$ cat src/hw/rtl/rnm_ram.sv
// Generic single-write, single-read synchronous RAM with registered read data.
// Standalone; no package needed.
module rnm_ram #(
  parameter int WIDTH = 8,
  parameter int DEPTH = 16
) (
  input  logic                     clk,
  input  logic                     we,
  input  logic [$clog2(DEPTH)-1:0] waddr,
  input  logic [WIDTH-1:0]         wdata,
  input  logic                     re,
  input  logic [$clog2(DEPTH)-1:0] raddr,
  output logic [WIDTH-1:0]         rdata
);

  logic [WIDTH-1:0] mem [DEPTH];

  always_ff @(posedge clk) begin
    if (we) begin
      mem[waddr] <= wdata;
    end
    if (re) begin
      rdata <= mem[raddr];
    end
  end

endmodule

$ cat config.mk
export PLATFORM = sky130hd
export DESIGN_NAME = rnm_ram
export DESIGN_NICKNAME = d
export VERILOG_FILES = /design/src/hw/rtl/rnm_ram.sv
export SDC_FILE = /design/constraint.sdc
export NUM_CORES = 1
export LEC_CHECK = 0
export BUFFER_PORTS_ARGS = -buffer_cell sky130_fd_sc_hd__buf_2
export CAP_MARGIN = 5
export CORE_MARGIN = 3
export CORE_UTILIZATION = 50
export CTS_BUF_LIST = sky130_fd_sc_hd__clkbuf_8 sky130_fd_sc_hd__clkbuf_16
export CTS_CLUSTER_SIZE = 24
export DETAILED_ROUTE_END_ITERATION = 8
export PLACE_DENSITY_LB_ADDON = 0.12
export SYNTH_ARGS = -nofsm -noshare
export SYNTH_HDL_FRONTEND = slang
export SYNTH_SLANG_ARGS = --single-unit
$ cat constraint.sdc
create_clock -name clk -period 1.85 [get_ports clk]
set_clock_uncertainty 0.15 [all_clocks]
set_input_delay 0.0925 -clock clk [delete_from_list [all_inputs] [get_ports clk]]
set_output_delay 0.0925 -clock clk [all_outputs]
set_load 0.01 [all_outputs]
======== Word-level counts from Yosys, hierarchy flattened ========
Memories as Yosys holds them, arrays and structs flattened. A register that Yosys moved wholly into a read port is not among the register bits.
Index checks and enable logic that the tools add are counted.
word-level totals
  memories kept ........................... 1
  input bits .............................. 19
  bits in writable memories ............... 128
  register bits ........................... 0
  output and inout bits ................... 8
memory list
  memory  words  width  read ports  clocked after memory_dff  wr ports  RTL line  source
  mem     16     8      1           1                         1         16        logic [WIDTH-1:0] mem [DEPTH];
cells by class
  muxes and demuxes ....................... 2
operator list
  operator  count
  $mux 1    2

======== Logic depth before layout (Yosys ltp) ========
  depth after elaboration ................. 2
  depth in mapped cells ................... 5

======== Least setup slack after synthesis ========
No wires, ideal clock.
  kind .................................... input -> register
  start point ............................. input waddr[2]
  end point ............................... memory mem[0][0] (enable)
  library setup time ...................... 0.383 ns
  path buffers ............................ 0
  setup slack ............................. 0.115 ns
  data required time ...................... 1.317 ns
  stages .................................. 2
  arrival ................................. 1.202 ns
  cells stage by stage .................... or3b_2 -> nor3_1
RTL lines
  item         RTL line  source
  from (decl)  9         input logic [$clog2(DEPTH)-1:0] waddr,
  to (decl)    16
Straight into the memory's write port.

==> impl_results.md <==
* Outcome: finished clean
* Worst EP required at 1.95 ns
* Largest vdd supply drop at 0.588 mV
* TritonCTS Sinks at 136
* CTS tree: yes
* H-tree depth at 4
* Yosys top cell by area: sky130_fd_sc_hd__edfxtp_1
* Clk buf depth at 2
* Core outline area at 9950 µm²
* CTS Root Cell: sky130_fd_sc_hd__clkbuf_8
* First-pass GRT wire length at 15,100 µm
* Residual overflow from global routing at 0
* Number of violations reported at the end of detailed-routing iteration 0 at 174
* Dominant cell by count in the synthesized netlist: sky130_fd_sc_hd__edfxtp_1
* Sequential cell fraction of total power at 0.517
* Post-synth EDFFs at 136
* Final Wtd Congestion at 0.705
* Count of antenna-violating nets left after detailed routing at 0
* Clk_lat worst skew at 0.51 ns
* Via count of the first global-routing pass at 2,594
* Portion of the clock cycle consumed by the worst path in the final layout at 0.907
* Netlist area before placement at 5230 µm²
* Hold WC Path Type: input pin to flop
* Worst setup SP type: flop
* Worst path arrival time at 1.78 ns
* Die ar. at 11,700 µm²
* Largest cells by area after synthesis: sky130_fd_sc_hd__edfxtp_1 (78%), sky130_fd_sc_hd__mux4_2 (7.8%), sky130_fd_sc_hd__mux4_1 (7.0%)
* Synthesized area per cell at 22.8 µm²
* Internal power at 5470 µW
* Number of synthesized register bits at 136
* Overall fraction of global-route tracks in use at 0.185
* Fraction of registers with async set or reset after synthesis at 0
* Synthesized Nets at 248
* Amount of wire on met2 after detailed routing at 4930 µm
* Share of total power consumed by net switching at 0.189
* Top Ports at 27
* Met1 routed wirelength after detailed routing at 4310 µm
* Final core utilization at 0.631
* Pre-Repair DR Iteration Count at 4
* Top layer in use: met4
* Post-Route WL at 9750 µm
* Layout-stage area growth over the synthesis result at 20.2%
* Detail-routed net length per standard cell at 22.1 µm
* Initial cell density of the core at 0.525
* Combinational Power Share at 0.052
* Fraction of layout instances using a drive strength above 1 at 0.288
* Cts repair resizes at 0
* Via Count at 2,498
* Detail-routed via count per cell at 5.65
* Transition time of the tightest slew-check pin at 0.420 ns
* Largest fanout of any net on the critical path at 1
* Max Freq at 596 MHz
* Final setup violating endpoints at 0
* Leakage power at 0.00216 µW
* Final Hold Violating Endpoints at 0
* Net switching power figure at 1280 µW
* Count of hold-fix buffers inserted at cts at 12
* Fraction of the yosys area taken by sequential cells at 0.781
* Max Cap Violations at 0
* ANT cells at 0
* Placement Rows at 36
* Count of buffers added by post-CTS timing repair for setup at 0
* Detailed-route DRC error count at 0
* Number of slew-limit violations in the final report at 0
* Yosys Warn Count at 0
* Number of antenna violations at the first check in global routing at 0
* Number of unique standard cell types used by synthesis at 18
* Cell count after synthesis at 229
* Power per Cell Area at 1070 nW/µm²
* Setup repair after global routing missed its margin: no
* Clock-pin transition on the worst setup and hold timing paths at 0.06 ns
* Tmin final at 1.68 ns
* Nature of the critical path endpoint: flop
* Synth top area share at 0.781
* Top cells by count, synth: sky130_fd_sc_hd__edfxtp_1 (136), sky130_fd_sc_hd__mux4_2 (18), sky130_fd_sc_hd__a22oi_1 (16)
* DP Wirelength at 6290 µm
* Top flip-flop cell by instance count after synthesis: sky130_fd_sc_hd__edfxtp_1
* Number of buffers added by the clock tree synthesis step at 17
* Pin count of the biggest net entering global routing at 31
* Portion of total power attributed to the clock network at 0.431
* Die outline height at 108 µm
* Horiz. Die Dim at 108 µm
* Number of port buffers at 26
* Met3 wire length at 459 µm
* Setup CP Type: flop to flop
* Max transition margin at 0.720
* Setup TNS Final at 0 ns
* Net total in the final layout at 319
power groups by stage:
stage | clock [µW] | sequential [µW] | combinational (µW)
2_1_floorplan | 0 | 3560 | 175
3_3_place_gp | 0 | 3550 | 333
3_5_place_dp | 0 | 3550 | 339
4_1_cts | 2960 | 3490 | 358
5_1_grt | 3110 | 3490 | 381
6_report | 2910 | 3490 | 350
layer usage:
layer  vias to the layer above  track usage
li1                       1121            -
met1                      1308        0.255
met2                        63        0.291
met3                         6       0.0496
met4                         0       0.0595
met5                         -            0
metrics by stage:
stage | power (µW) | worst slack, ns | cells | hold slack (ns) | instance area, µm²
floorplan | 3730 | 0.115 | 229 | 0.0414 | 5230
global placement | 3890 | 0.0392 | 402 | 0.333 | 5660
detailed placement | 3890 | 0.0230 | 402 | 0.338 | 5660
CTS | 6810 | 0.146 | 442 | 0.0513 | 6280
global route | 6980 | 0.110 | 442 | 0.0852 | 6280
finish | 6750 | 0.171 | 442 | 0.0818 | 6280
kinds of logic (layout without fill, tap and decap cells):
kind of cell           Yosys count  count (layout)  share of synthesized area
AOI/OAI and AO/OA               16              16                     0.0230
buffers and inverters           10              90                     0.0165
DFF                            136             136                      0.781
muxes                           32              32                      0.148
and+or+nand+nor                 35              35                     0.0314
area by class of cell:
type                    count  area, µm²
repair buffers             62        468
multi-input cells          83       1060
flip-flops and latches    136       4080
clock inverters            11       95.1
clock buffers              17        414
fillers                   681       3670
well taps                 133        166
worst paths after layout:
check	start	endpoint	slack, ns	depth (start not counted)
min	raddr[3]	rdata[4]	0.08	4
min reg2reg	mem[13][1]	rdata[1]	0.60	3
max reg2reg	mem[1][5]	rdata[5]	0.17	3
max	mem[1][5]	rdata[5]	0.17	3
state kept, by name (all words and copies together), names as in the netlist:
| name | count |
|---|---|
| mem | 128 |
| rdata | 8 |
layout by cell type, fill, tap and decap left out:
| cell type | n |
|---|---|
| sky130_fd_sc_hd__nor2b_1 | 1 |
| sky130_fd_sc_hd__mux4_1 | 14 |
| sky130_fd_sc_hd__clkinv_1 | 5 |
| sky130_fd_sc_hd__buf_2 | 26 |
| sky130_fd_sc_hd__edfxtp_1 | 136 |
| sky130_fd_sc_hd__buf_12 | 3 |
| sky130_fd_sc_hd__nand3b_1 | 2 |
| sky130_fd_sc_hd__nand3_1 | 1 |
| sky130_fd_sc_hd__mux4_2 | 18 |
| sky130_fd_sc_hd__bufinv_16 | 2 |
| sky130_fd_sc_hd__a22oi_1 | 16 |
| sky130_fd_sc_hd__nor3_1 | 4 |
| sky130_fd_sc_hd__clkbuf_8 | 1 |
| sky130_fd_sc_hd__inv_1 | 3 |
| sky130_fd_sc_hd__clkbuf_16 | 16 |
| sky130_fd_sc_hd__nand2b_1 | 2 |
| sky130_fd_sc_hd__nand2_1 | 9 |
| sky130_fd_sc_hd__clkinv_2 | 1 |
| sky130_fd_sc_hd__buf_4 | 21 |
| sky130_fd_sc_hd__and2b_1 | 1 |
| sky130_fd_sc_hd__or3b_2 | 1 |
| sky130_fd_sc_hd__and2_1 | 1 |
| sky130_fd_sc_hd__dlygate4sd3_1 | 12 |
| sky130_fd_sc_hd__nor2_1 | 13 |
critical path, cell delays in order, from the launching register on:
cell and delay (ns):
sky130_fd_sc_hd__edfxtp_1 0.35, sky130_fd_sc_hd__mux4_1 0.50, sky130_fd_sc_hd__a22oi_1 0.31, sky130_fd_sc_hd__nand2_1 0.11
Power figures use the tool's default switching activity.
